File: src/hdl/box_iou_macros.svh
// ----------------------------------------------------------------------------
// box_iou_macros.svh
// Assertion macros shared by the box IoU block; empty when synthesizing.
// ----------------------------------------------------------------------------
`ifndef BOX_IOU_MACROS_SVH
`define BOX_IOU_MACROS_SVH

`ifndef SYNTHESIS

// Check a property on every rising clock edge outside reset.
`define BIOU_ASSERT(lbl, ck, rn, prop) \
    lbl: assert property (@(posedge ck) disable iff (!rn) prop) \
        else $error("box_iou assertion failed");

// Check an implication between two expressions on the same edge.
`define BIOU_ASSERT_IMP(lbl, ck, rn, ante, cons) \
    `BIOU_ASSERT(lbl, ck, rn, (ante) |-> (cons))

`else

`define BIOU_ASSERT(lbl, ck, rn, prop)
`define BIOU_ASSERT_IMP(lbl, ck, rn, ante, cons)

`endif

`endif

File: src/hdl/biou_pkg.sv
// ----------------------------------------------------------------------------
// biou_pkg
// Shared constants for the box intersection-over-union block.
// ----------------------------------------------------------------------------
`default_nettype none

package biou_pkg;

    // Default width of one signed box coordinate
    localparam int BIOU_COORD_WIDTH = 16;

    // Default number of fractional bits of the ratio
    localparam int BIOU_FRAC_BITS   = 16;

    // Round a bit count up to whole bytes
    function automatic int biou_byte_bits(input int bits);
        return ((bits + 7) / 8) * 8;
    endfunction

endpackage

`default_nettype wire

File: src/hdl/biou_geom.sv
// ----------------------------------------------------------------------------
// biou_geom
// First stage: overlap extents clipped at zero and absolute box extents.
// ----------------------------------------------------------------------------
`default_nettype none

module biou_geom
    import biou_pkg::*;
#(
    parameter int COORD_WIDTH = BIOU_COORD_WIDTH
)
(
    input  wire logic                       clk,
    input  wire logic                       rst_n,
    input  wire logic                       in_valid,
    output logic                            in_ready,
    input  wire logic [8*COORD_WIDTH-1:0]   in_data,
    output logic                            out_valid,
    input  wire logic                       out_ready,
    output logic [COORD_WIDTH-1:0]          ovl_w,
    output logic [COORD_WIDTH-1:0]          ovl_h,
    output logic [COORD_WIDTH-1:0]          a_w,
    output logic [COORD_WIDTH-1:0]          a_h,
    output logic [COORD_WIDTH-1:0]          b_w,
    output logic [COORD_WIDTH-1:0]          b_h
);

    localparam int W = COORD_WIDTH;

    logic signed [W-1:0] a_left, a_top, a_right, a_bottom;
    logic signed [W-1:0] b_left, b_top, b_right, b_bottom;
    logic signed [W-1:0] x1, y1, x2, y2;

    logic         valid_reg;
    logic [W-1:0] ovl_w_reg, ovl_h_reg, a_w_reg, a_h_reg, b_w_reg, b_h_reg;
    logic [W-1:0] ovl_w_next, ovl_h_next, a_w_next, a_h_next, b_w_next, b_h_next;

    // |hi - lo| of two signed coordinates; always fits in W unsigned bits
    function automatic logic [W-1:0] abs_diff(input logic signed [W-1:0] hi,
                                              input logic signed [W-1:0] lo);
        logic signed [W:0] d;
        logic signed [W:0] n;
        d = {hi[W-1], hi} - {lo[W-1], lo};
        n = -d;
        return d[W] ? n[W-1:0] : d[W-1:0];
    endfunction

    // max(hi - lo, 0) of two signed coordinates
    function automatic logic [W-1:0] clip_diff(input logic signed [W-1:0] hi,
                                               input logic signed [W-1:0] lo);
        logic signed [W:0] d;
        d = {hi[W-1], hi} - {lo[W-1], lo};
        return d[W] ? '0 : d[W-1:0];
    endfunction

    // Unpack the edges, first field in the lowest bits
    assign a_left   = in_data[0*W +: W];
    assign a_top    = in_data[1*W +: W];
    assign a_right  = in_data[2*W +: W];
    assign a_bottom = in_data[3*W +: W];
    assign b_left   = in_data[4*W +: W];
    assign b_top    = in_data[5*W +: W];
    assign b_right  = in_data[6*W +: W];
    assign b_bottom = in_data[7*W +: W];

    // Overlap corners
    assign x1 = (a_left   > b_left)   ? a_left   : b_left;
    assign y1 = (a_top    > b_top)    ? a_top    : b_top;
    assign x2 = (a_right  < b_right)  ? a_right  : b_right;
    assign y2 = (a_bottom < b_bottom) ? a_bottom : b_bottom;

    // Extents
    always_comb
    begin
        ovl_w_next = clip_diff(x2, x1);
        ovl_h_next = clip_diff(y2, y1);
        a_w_next   = abs_diff(a_right, a_left);
        a_h_next   = abs_diff(a_bottom, a_top);
        b_w_next   = abs_diff(b_right, b_left);
        b_h_next   = abs_diff(b_bottom, b_top);
    end

    // Stage is free when empty or when its content moves on
    assign in_ready = !valid_reg || out_ready;

    always_ff @(posedge clk or negedge rst_n)
    begin
        if (!rst_n)
        begin
            valid_reg <= 1'b0;
        end
        else if (in_ready)
        begin
            valid_reg <= in_valid;
        end
    end

    // Load payload on a transfer
    always_ff @(posedge clk)
    begin
        if (in_valid && in_ready)
        begin
            ovl_w_reg <= ovl_w_next;
            ovl_h_reg <= ovl_h_next;
            a_w_reg   <= a_w_next;
            a_h_reg   <= a_h_next;
            b_w_reg   <= b_w_next;
            b_h_reg   <= b_h_next;
        end
    end

    assign out_valid = valid_reg;
    assign ovl_w     = ovl_w_reg;
    assign ovl_h     = ovl_h_reg;
    assign a_w       = a_w_reg;
    assign a_h       = a_h_reg;
    assign b_w       = b_w_reg;
    assign b_h       = b_h_reg;

endmodule

`default_nettype wire

File: src/hdl/biou_area.sv
// ----------------------------------------------------------------------------
// biou_area
// Two stages: the three area products, then the union and its zero flag.
// ----------------------------------------------------------------------------
`default_nettype none

module biou_area
    import biou_pkg::*;
#(
    parameter int COORD_WIDTH = BIOU_COORD_WIDTH
)
(
    input  wire logic                       clk,
    input  wire logic                       rst_n,
    input  wire logic                       in_valid,
    output logic                            in_ready,
    input  wire logic [COORD_WIDTH-1:0]     ovl_w,
    input  wire logic [COORD_WIDTH-1:0]     ovl_h,
    input  wire logic [COORD_WIDTH-1:0]     a_w,
    input  wire logic [COORD_WIDTH-1:0]     a_h,
    input  wire logic [COORD_WIDTH-1:0]     b_w,
    input  wire logic [COORD_WIDTH-1:0]     b_h,
    output logic                            out_valid,
    input  wire logic                       out_ready,
    output logic [2*COORD_WIDTH:0]          inter,
    output logic [2*COORD_WIDTH:0]          uni,
    output logic                            uni_zero
);

    localparam int PW = 2 * COORD_WIDTH;
    localparam int RW = PW + 1;

    logic          prod_valid_reg;
    logic          prod_ready;
    logic [PW-1:0] inter_reg, area_a_reg, area_b_reg;
    logic [PW-1:0] inter_next, area_a_next, area_b_next;

    logic          uni_valid_reg;
    logic [RW-1:0] inter_u_reg, uni_reg;
    logic [RW-1:0] uni_next;
    logic          zero_reg;

    // Products, one multiplier each
    always_comb
    begin
        inter_next  = PW'(ovl_w) * PW'(ovl_h);
        area_a_next = PW'(a_w) * PW'(a_h);
        area_b_next = PW'(b_w) * PW'(b_h);
    end

    assign in_ready = !prod_valid_reg || prod_ready;

    always_ff @(posedge clk or negedge rst_n)
    begin
        if (!rst_n)
        begin
            prod_valid_reg <= 1'b0;
        end
        else if (in_ready)
        begin
            prod_valid_reg <= in_valid;
        end
    end

    always_ff @(posedge clk)
    begin
        if (in_valid && in_ready)
        begin
            inter_reg  <= inter_next;
            area_a_reg <= area_a_next;
            area_b_reg <= area_b_next;
        end
    end

    // Union; the intersection never exceeds either area, so no wrap
    assign uni_next   = RW'(area_a_reg) + RW'(area_b_reg) - RW'(inter_reg);
    assign prod_ready = !uni_valid_reg || out_ready;

    always_ff @(posedge clk or negedge rst_n)
    begin
        if (!rst_n)
        begin
            uni_valid_reg <= 1'b0;
        end
        else if (prod_ready)
        begin
            uni_valid_reg <= prod_valid_reg;
        end
    end

    always_ff @(posedge clk)
    begin
        if (prod_valid_reg && prod_ready)
        begin
            inter_u_reg <= RW'(inter_reg);
            uni_reg     <= uni_next;
            zero_reg    <= (uni_next == '0);
        end
    end

    assign out_valid = uni_valid_reg;
    assign inter     = inter_u_reg;
    assign uni       = uni_reg;
    assign uni_zero  = zero_reg;

endmodule

`default_nettype wire

File: src/hdl/biou_div_cell.sv
// ----------------------------------------------------------------------------
// biou_div_cell
// One restoring-division step: compare, subtract, shift in one quotient bit.
// ----------------------------------------------------------------------------
`default_nettype none

module biou_div_cell
    import biou_pkg::*;
#(
    parameter int REM_WIDTH = 2 * BIOU_COORD_WIDTH + 1,
    parameter int QUO_WIDTH = BIOU_FRAC_BITS + 1,
    parameter bit SHIFT     = 1'b1
)
(
    input  wire logic                   clk,
    input  wire logic                   rst_n,
    input  wire logic                   in_valid,
    output logic                        in_ready,
    input  wire logic [REM_WIDTH-1:0]   in_rem,
    input  wire logic [REM_WIDTH-1:0]   in_div,
    input  wire logic [QUO_WIDTH-1:0]   in_quo,
    input  wire logic                   in_zero,
    output logic                        out_valid,
    input  wire logic                   out_ready,
    output logic [REM_WIDTH-1:0]        out_rem,
    output logic [REM_WIDTH-1:0]        out_div,
    output logic [QUO_WIDTH-1:0]        out_quo,
    output logic                        out_zero
);

    localparam int RW = REM_WIDTH;

    logic          valid_reg;
    logic [RW-1:0] rem_reg, div_reg;
    logic [QUO_WIDTH-1:0] quo_reg;
    logic          zero_reg;

    logic [RW:0]   trial;
    logic [RW:0]   diff;
    logic          ge;
    logic [RW-1:0] rem_next;
    logic [QUO_WIDTH-1:0] quo_next;

    // Trial remainder against the divisor; a zero union yields zero quotient bits
    always_comb
    begin
        trial    = SHIFT ? {in_rem, 1'b0} : {1'b0, in_rem};
        ge       = (trial >= {1'b0, in_div});
        diff     = trial - {1'b0, in_div};
        rem_next = ge ? diff[RW-1:0] : trial[RW-1:0];
        quo_next = {in_quo[QUO_WIDTH-2:0], ge && !in_zero};
    end

    assign in_ready = !valid_reg || out_ready;

    always_ff @(posedge clk or negedge rst_n)
    begin
        if (!rst_n)
        begin
            valid_reg <= 1'b0;
        end
        else if (in_ready)
        begin
            valid_reg <= in_valid;
        end
    end

    // Hand the partial result to the next cell
    always_ff @(posedge clk)
    begin
        if (in_valid && in_ready)
        begin
            rem_reg  <= rem_next;
            div_reg  <= in_div;
            quo_reg  <= quo_next;
            zero_reg <= in_zero;
        end
    end

    assign out_valid = valid_reg;
    assign out_rem   = rem_reg;
    assign out_div   = div_reg;
    assign out_quo   = quo_reg;
    assign out_zero  = zero_reg;

endmodule

`default_nettype wire

File: src/hdl/box_iou.sv
// ----------------------------------------------------------------------------
// box_iou
// Intersection over union of two axis-aligned boxes as a fixed-point ratio.
// ----------------------------------------------------------------------------
// Takes one box pair per clock and returns floor(inter * 2^RATIO_FRAC_BITS /
// union), where 2^RATIO_FRAC_BITS means one, together with a flag that is set
// (and the ratio zero) when both boxes have zero area. The registered stages are
// the edge differences, the area products and the union, then a row of
// RATIO_FRAC_BITS + 1 division cells, each a single compare and subtract on
// 2*COORD_WIDTH + 1 bits. Every stage holds one pair, so a new pair is taken
// each cycle and a stalled output only holds the pipe once all stages are full.
`default_nettype none

`include "box_iou_macros.svh"

module box_iou
    import biou_pkg::*;
#(
    parameter int COORD_WIDTH     = BIOU_COORD_WIDTH,
    parameter int RATIO_FRAC_BITS = BIOU_FRAC_BITS
)
(
    input  wire logic   clk,
    input  wire logic   rst_n,
    // a_left, a_top, a_right, a_bottom, b_left, b_top, b_right, b_bottom
    input  wire logic [8*COORD_WIDTH-1:0]   s_tdata,
    input  wire logic   s_tvalid,
    output logic        s_tready,
    // overlap_ratio, union_zero, zero fill
    output logic [biou_byte_bits(RATIO_FRAC_BITS+2)-1:0] m_tdata,
    output logic        m_tvalid,
    input  wire logic   m_tready
);

    localparam int W      = COORD_WIDTH;
    localparam int RW     = 2 * W + 1;
    localparam int QW     = RATIO_FRAC_BITS + 1;
    localparam int NCELL  = RATIO_FRAC_BITS + 1;
    localparam int OUT_W  = biou_byte_bits(RATIO_FRAC_BITS + 2);
    localparam logic [QW-1:0] RATIO_ONE = QW'(1) << RATIO_FRAC_BITS;

    logic         geo_valid, geo_ready;
    logic [W-1:0] ovl_w, ovl_h, a_w, a_h, b_w, b_h;

    logic          cell_valid [NCELL+1];
    logic          cell_ready [NCELL+1];
    logic [RW-1:0] cell_rem   [NCELL+1];
    logic [RW-1:0] cell_div   [NCELL+1];
    logic [QW-1:0] cell_quo   [NCELL+1];
    logic          cell_zero  [NCELL+1];

    logic [QW-1:0] ratio;
    logic          uni_zero;

    // Edge differences
    biou_geom #(
        .COORD_WIDTH (COORD_WIDTH)
    ) u_geom (
        .clk       (clk),
        .rst_n     (rst_n),
        .in_valid  (s_tvalid),
        .in_ready  (s_tready),
        .in_data   (s_tdata),
        .out_valid (geo_valid),
        .out_ready (geo_ready),
        .ovl_w     (ovl_w),
        .ovl_h     (ovl_h),
        .a_w       (a_w),
        .a_h       (a_h),
        .b_w       (b_w),
        .b_h       (b_h)
    );

    // Areas and union
    biou_area #(
        .COORD_WIDTH (COORD_WIDTH)
    ) u_area (
        .clk       (clk),
        .rst_n     (rst_n),
        .in_valid  (geo_valid),
        .in_ready  (geo_ready),
        .ovl_w     (ovl_w),
        .ovl_h     (ovl_h),
        .a_w       (a_w),
        .a_h       (a_h),
        .b_w       (b_w),
        .b_h       (b_h),
        .out_valid (cell_valid[0]),
        .out_ready (cell_ready[0]),
        .inter     (cell_rem[0]),
        .uni       (cell_div[0]),
        .uni_zero  (cell_zero[0])
    );

    assign cell_quo[0] = '0;

    // Division row: the first cell settles the integer bit, the rest the fraction
    for (genvar i = 0; i < NCELL; i++)
    begin : g_cell
        biou_div_cell #(
            .REM_WIDTH (RW),
            .QUO_WIDTH (QW),
            .SHIFT     (i != 0)
        ) u_cell (
            .clk       (clk),
            .rst_n     (rst_n),
            .in_valid  (cell_valid[i]),
            .in_ready  (cell_ready[i]),
            .in_rem    (cell_rem[i]),
            .in_div    (cell_div[i]),
            .in_quo    (cell_quo[i]),
            .in_zero   (cell_zero[i]),
            .out_valid (cell_valid[i+1]),
            .out_ready (cell_ready[i+1]),
            .out_rem   (cell_rem[i+1]),
            .out_div   (cell_div[i+1]),
            .out_quo   (cell_quo[i+1]),
            .out_zero  (cell_zero[i+1])
        );
    end

    // Result from the last cell
    assign ratio             = cell_quo[NCELL];
    assign uni_zero          = cell_zero[NCELL];
    assign cell_ready[NCELL] = m_tready;
    assign m_tvalid          = cell_valid[NCELL];
    assign m_tdata           = OUT_W'({uni_zero, ratio});

    // Ratio never exceeds one
    `BIOU_ASSERT_IMP(a_ratio_max, clk, rst_n, m_tvalid, ratio <= RATIO_ONE)

    // Zero union gives a zero ratio
    `BIOU_ASSERT_IMP(a_zero_ratio, clk, rst_n, m_tvalid && uni_zero, ratio == '0)

    // A full ratio of one carries no fraction bits
    `BIOU_ASSERT_IMP(a_one_exact, clk, rst_n, m_tvalid && ratio[QW-1], ratio == RATIO_ONE)

endmodule

`default_nettype wire

File: config.mk
export PLATFORM = sky130hd
export DESIGN_NAME = box_iou
export DESIGN_NICKNAME = d
export VERILOG_FILES = /design/src/hdl/biou_pkg.sv /design/src/hdl/biou_geom.sv /design/src/hdl/biou_area.sv /design/src/hdl/biou_div_cell.sv /design/src/hdl/box_iou.sv
export VERILOG_INCLUDE_DIRS = /design/src /design/src/hdl
export SDC_FILE = /design/constraint.sdc
export NUM_CORES = 2
export LEC_CHECK = 0
export BUFFER_PORTS_ARGS = -buffer_cell sky130_fd_sc_hd__buf_2
export CORE_UTILIZATION = 40
export CTS_BUF_LIST = sky130_fd_sc_hd__clkbuf_4 sky130_fd_sc_hd__clkbuf_8
export CTS_CLUSTER_DIAMETER = 60
export CTS_CLUSTER_SIZE = 40
export DETAILED_ROUTE_END_ITERATION = 10
export RECOVER_POWER = 50
export SLEW_MARGIN = 20
export SYNTH_ARGS = -nofsm -noshare
export SYNTH_HDL_FRONTEND = slang
export SYNTH_SLANG_ARGS = --single-unit
File: constraint.sdc
create_clock -name clk -period 7.9 [get_ports clk]
set_input_delay 0.395 -clock clk [delete_from_list [all_inputs] [get_ports clk]]
set_output_delay 0.395 -clock clk [all_outputs]
set_load 0.02 [all_outputs]
==> impl_metrics.env <==
export IMPL_synth_xor_area_share_pct=4.967
export IMPL_ys_async_sr_fraction_pct=1.330
export IMPL_coreArea_mm2=0.2847
export IMPL_clkTransAtPathRegs_ns=0.11
export IMPL_io_buffers=151
export IMPL_antenna_found_initial=14
export IMPL_path_cells="and2_1 -> fa_1 -> inv_1 -> fa_1 -> fa_1 -> fa_1 -> inv_1 -> fa_1 -> inv_1 -> fa_1 -> inv_1 -> ha_1 -> a21oi_1 -> o21ai_1 -> a311oi_1 -> o31ai_1 -> a211oi_1 -> o41ai_1 -> a31o_2 -> and2_1 -> o21a_1 -> a311o_1 -> xnor2_1"
export IMPL_root_buffer="clkbuf_8"
export IMPL_status="finished with violations"
export IMPL_gp_congestion=0.9231
export IMPL_start_util_pct=40.19
export IMPL_track_usage_pct=20.74
export IMPL_die_x_um=536.8
export IMPL_rrSetupSlack_ns=0.50
export IMPL_hold_path_end="u_geom.b_h[0]"
export IMPL_grt_ovfl_total=0
export IMPL_die_h_um=536.8
export IMPL_slew_headroom_pct=-208.7
export IMPL_viasPerCell=5.321
export IMPL_worst_path_most_repeated_cell="fa_1"
export IMPL_rows=196
export IMPL_critPathMaxFanout=16
export IMPL_synth_compound_area_share_pct=11.90
export IMPL_setup_tns_ns=0
export IMPL_wl_per_cell_um=20.08
export IMPL_grt_setup_unrepaired="no"
export IMPL_cap_violations=11
export IMPL_synth_edf_count=1484
export IMPL_numCtsBuffers=150
export IMPL_skew_ns=0.09556
export IMPL_fillCellCount=26770
export IMPL_synth_top_family_by_area="adder cells"
export IMPL_cp_slowest_stage_delay_ns=0.69
export IMPL_critPathCaptureType="flip-flop"
export IMPL_fin_area_mm2=0.1232
export IMPL_cts_tree="done"
export IMPL_yosys_area_share_simple_pct=11.48
export IMPL_drt_total_wl_um=300000
export IMPL_hp_start="s_tdata[80]"
export IMPL_violations="max-capacitance violations, max-slew violations"
export IMPL_max_freq_mhz=135.2
export IMPL_critical_path_required_ns=8.59
export IMPL_grt_max_degree=88
export IMPL_insertion_delay_ns=0.97
export IMPL_reg2reg_from="u_geom.b_h[4]"
export IMPL_multiInputGateArea_mm2=0.06236
export IMPL_synth_flop_cell="edfxtp_1"
export IMPL_tightestPinTransition_ns=4.631
export IMPL_synthAdderAreaFrac_pct=22.78
export IMPL_clockBufferDepth=4
export IMPL_hold_depth=3
export IMPL_yosysSeqAreaShare_pct=39.38
export IMPL_hp_class="in2reg"
export IMPL_placedInstanceArea_mm2=0.1196
export IMPL_maxSlewViolCount=699
export IMPL_syn_to_final_growth_pct=7.667
export IMPL_dr_pass1_iters=6
export IMPL_fin_nets=12890
export IMPL_hpwlAfterDp_um=243900
export IMPL_drc_errors=0
export IMPL_cts_sinks=1504
export IMPL_grt_pass1_vias=81030
export IMPL_grt_first_pass_wirelength_um=466500
export IMPL_io_pins=158
export IMPL_die_area_mm2=0.2882
export IMPL_period_minus_slack_ns=7.399
export IMPL_synth_cell_types=96
export IMPL_netlist_instances=10910
export IMPL_synth_area_mm2=0.1144
export IMPL_rr_worst_depth=23
export IMPL_drive_gt1_share_pct=7.461
export IMPL_drtAntennaViolNets=0
export IMPL_rr_endpoint="u_area.area_b_reg[31]"
export IMPL_post_synth_mux_area_share_pct=3.217
export IMPL_synth_seq_cells=1504
export IMPL_finalSetupViolCount=0
export IMPL_num_vias=79520
export IMPL_fin_crit_sh_pct=93.65
export IMPL_cp_slowest_cell="edfxtp_1"
export IMPL_drtIter0Drc=5090
export IMPL_hold_viol=0
export IMPL_seq_area_mm2=0.04506
export IMPL_syn_avg_cell_area_um2=10.49
export IMPL_critPathKind="reg2reg"
export IMPL_cp_arrival_ns=8.09
export IMPL_cts_max_level=4
export IMPL_startpoint_type="flip-flop"
export IMPL_yosysWarnings=0
## routing by layer
layer	wire [um]	part of all wire (%)	global-route usage, %
met5	49	0.016	0
met4	12620	4.2	8.195
met3	12010	4.0	2.191
met2	150700	50	37.50
met1	124700	42	25.15
## Yosys cell counts (93+ instances only)
| master | count | area, um2 |
|---|---|---|
| nor2_1 | 477 | 1790 |
| ha_1 | 1066 | 13340 |
| nand3_1 | 142 | 710.7 |
| xor2_1 | 226 | 1979 |
| o21ai_0 | 506 | 2532 |
| nor3_1 | 135 | 675.7 |
| xnor2_1 | 421 | 3687 |
| nand4_1 | 93 | 581.8 |
| clkbuf_1 | 191 | 716.9 |
| edfxtp_1 | 1484 | 44560 |
| mux2_2 | 275 | 3097 |
| inv_1 | 1642 | 6163 |
| fa_1 | 636 | 12730 |
| o21a_1 | 125 | 938.4 |
| a21o_1 | 322 | 2417 |
| nand2_1 | 936 | 3513 |
| nand2b_1 | 130 | 813.3 |
| nor2b_1 | 120 | 750.7 |
| a21oi_1 | 604 | 3023 |
| and2_1 | 401 | 2509 |
## cells by family (layout without fill, tap and decap cells)
logic type      count (synthesis)  count (layout)
compound gates               2149            2149
xor+xnor                      648             648
fa+ha+maj                    1702            1702
buf+inv                      1880            2147
flops                        1504            1504
mux                           333             333
other cells                     1              11
simple gates                 2689            2689
## cell type report
cell class	count	share of cell area [%]
inverter	1642	5.003
antenna	5	0.01016
tap	3762	3.821
multi-input combinational	7527	50.62
clock buffer	161	1.768
timing repair buffer	235	1.070
sequential	1504	36.58
clock inverter	109	1.133
## metrics by stage
| stage | instances | setup slack [ns] | util (%) | hold slack (ns) |
|---|---|---|---|---|
| 4_1_cts | 14940 | 0.3625 | 43.31 | 0.02350 |
| 5_1_grt | 14940 | 0.1179 | 43.27 | 0.1199 |
| 2_1_floorplan | 10910 | 0.6926 | - | 0.09941 |
| 6_report | 14950 | 0.5014 | 43.27 | 0.1296 |
| 3_3_place_gp | 14660 | 0.4709 | 42.02 | 0.4025 |
| 3_5_place_dp | 14660 | 0.4189 | 42.02 | 0.4045 |
## what timing repair did
| item | 4_1_cts | 5_1_grt |
|---|---|---|
| endpoints found under the setup margin | 0 | 1 |
| resized for setup | 0 | 1 |
| hold buffers | 7 | 0 |
| setup buffers | 0 | 2 |
| hold endpoints to repair | 27 | 0 |
## cell usage in the layout, fill, tap and decap left out, drive strengths merged, types with 23 or more instances in the layout
cell type,instances
a211oi,65
a21boi,23
a21o,322
a21oi,606
a31oi,63
and2,401
and3,65
buf,190
clkbuf,200
clkinv,32
edfxtp,1484
fa,636
ha,1066
inv,1703
mux2,278
mux2i,55
nand2,936
nand2b,130
nand3,142
nand4,93
nor2,478
nor2b,120
nor3,135
nor4,28
o211ai,26
o21a,125
o21ai,528
o21bai,83
o31ai,67
or2,38
or3,46
xnor2,422
xor2,226
## critical path: cells and delay by family (launching register included)
| kind | cells | cell delay [ns] |
|---|---|---|
| fa+ha+maj | 7 | 3.37 |
| compound gates | 9 | 2.34 |
| flops | 1 | 0.69 |
| simple gates | 2 | 0.45 |
| buf+inv | 4 | 0.22 |
| xor+xnor | 1 | 0.08 |
## worst max-delay path by stage
stage                                           start                     endpoint  depth (start not counted)
final                                   u_geom.b_h[4]        u_area.area_b_reg[31]                         23
after global routing                    u_geom.b_h[4]        u_area.area_b_reg[31]                         23
after CTS                               u_geom.b_h[4]        u_area.area_b_reg[31]                         23
after detailed placement                u_geom.b_h[4]        u_area.area_b_reg[31]                         23
after global placement                  u_geom.b_h[4]        u_area.area_b_reg[31]                         23
after floorplan           g_cell[16].u_cell.out_valid  g_cell[6].u_cell.out_div[0]                          7
Power is not shown: default switching activity piles up to over one toggle a cycle in this logic, so the estimate is an artifact.
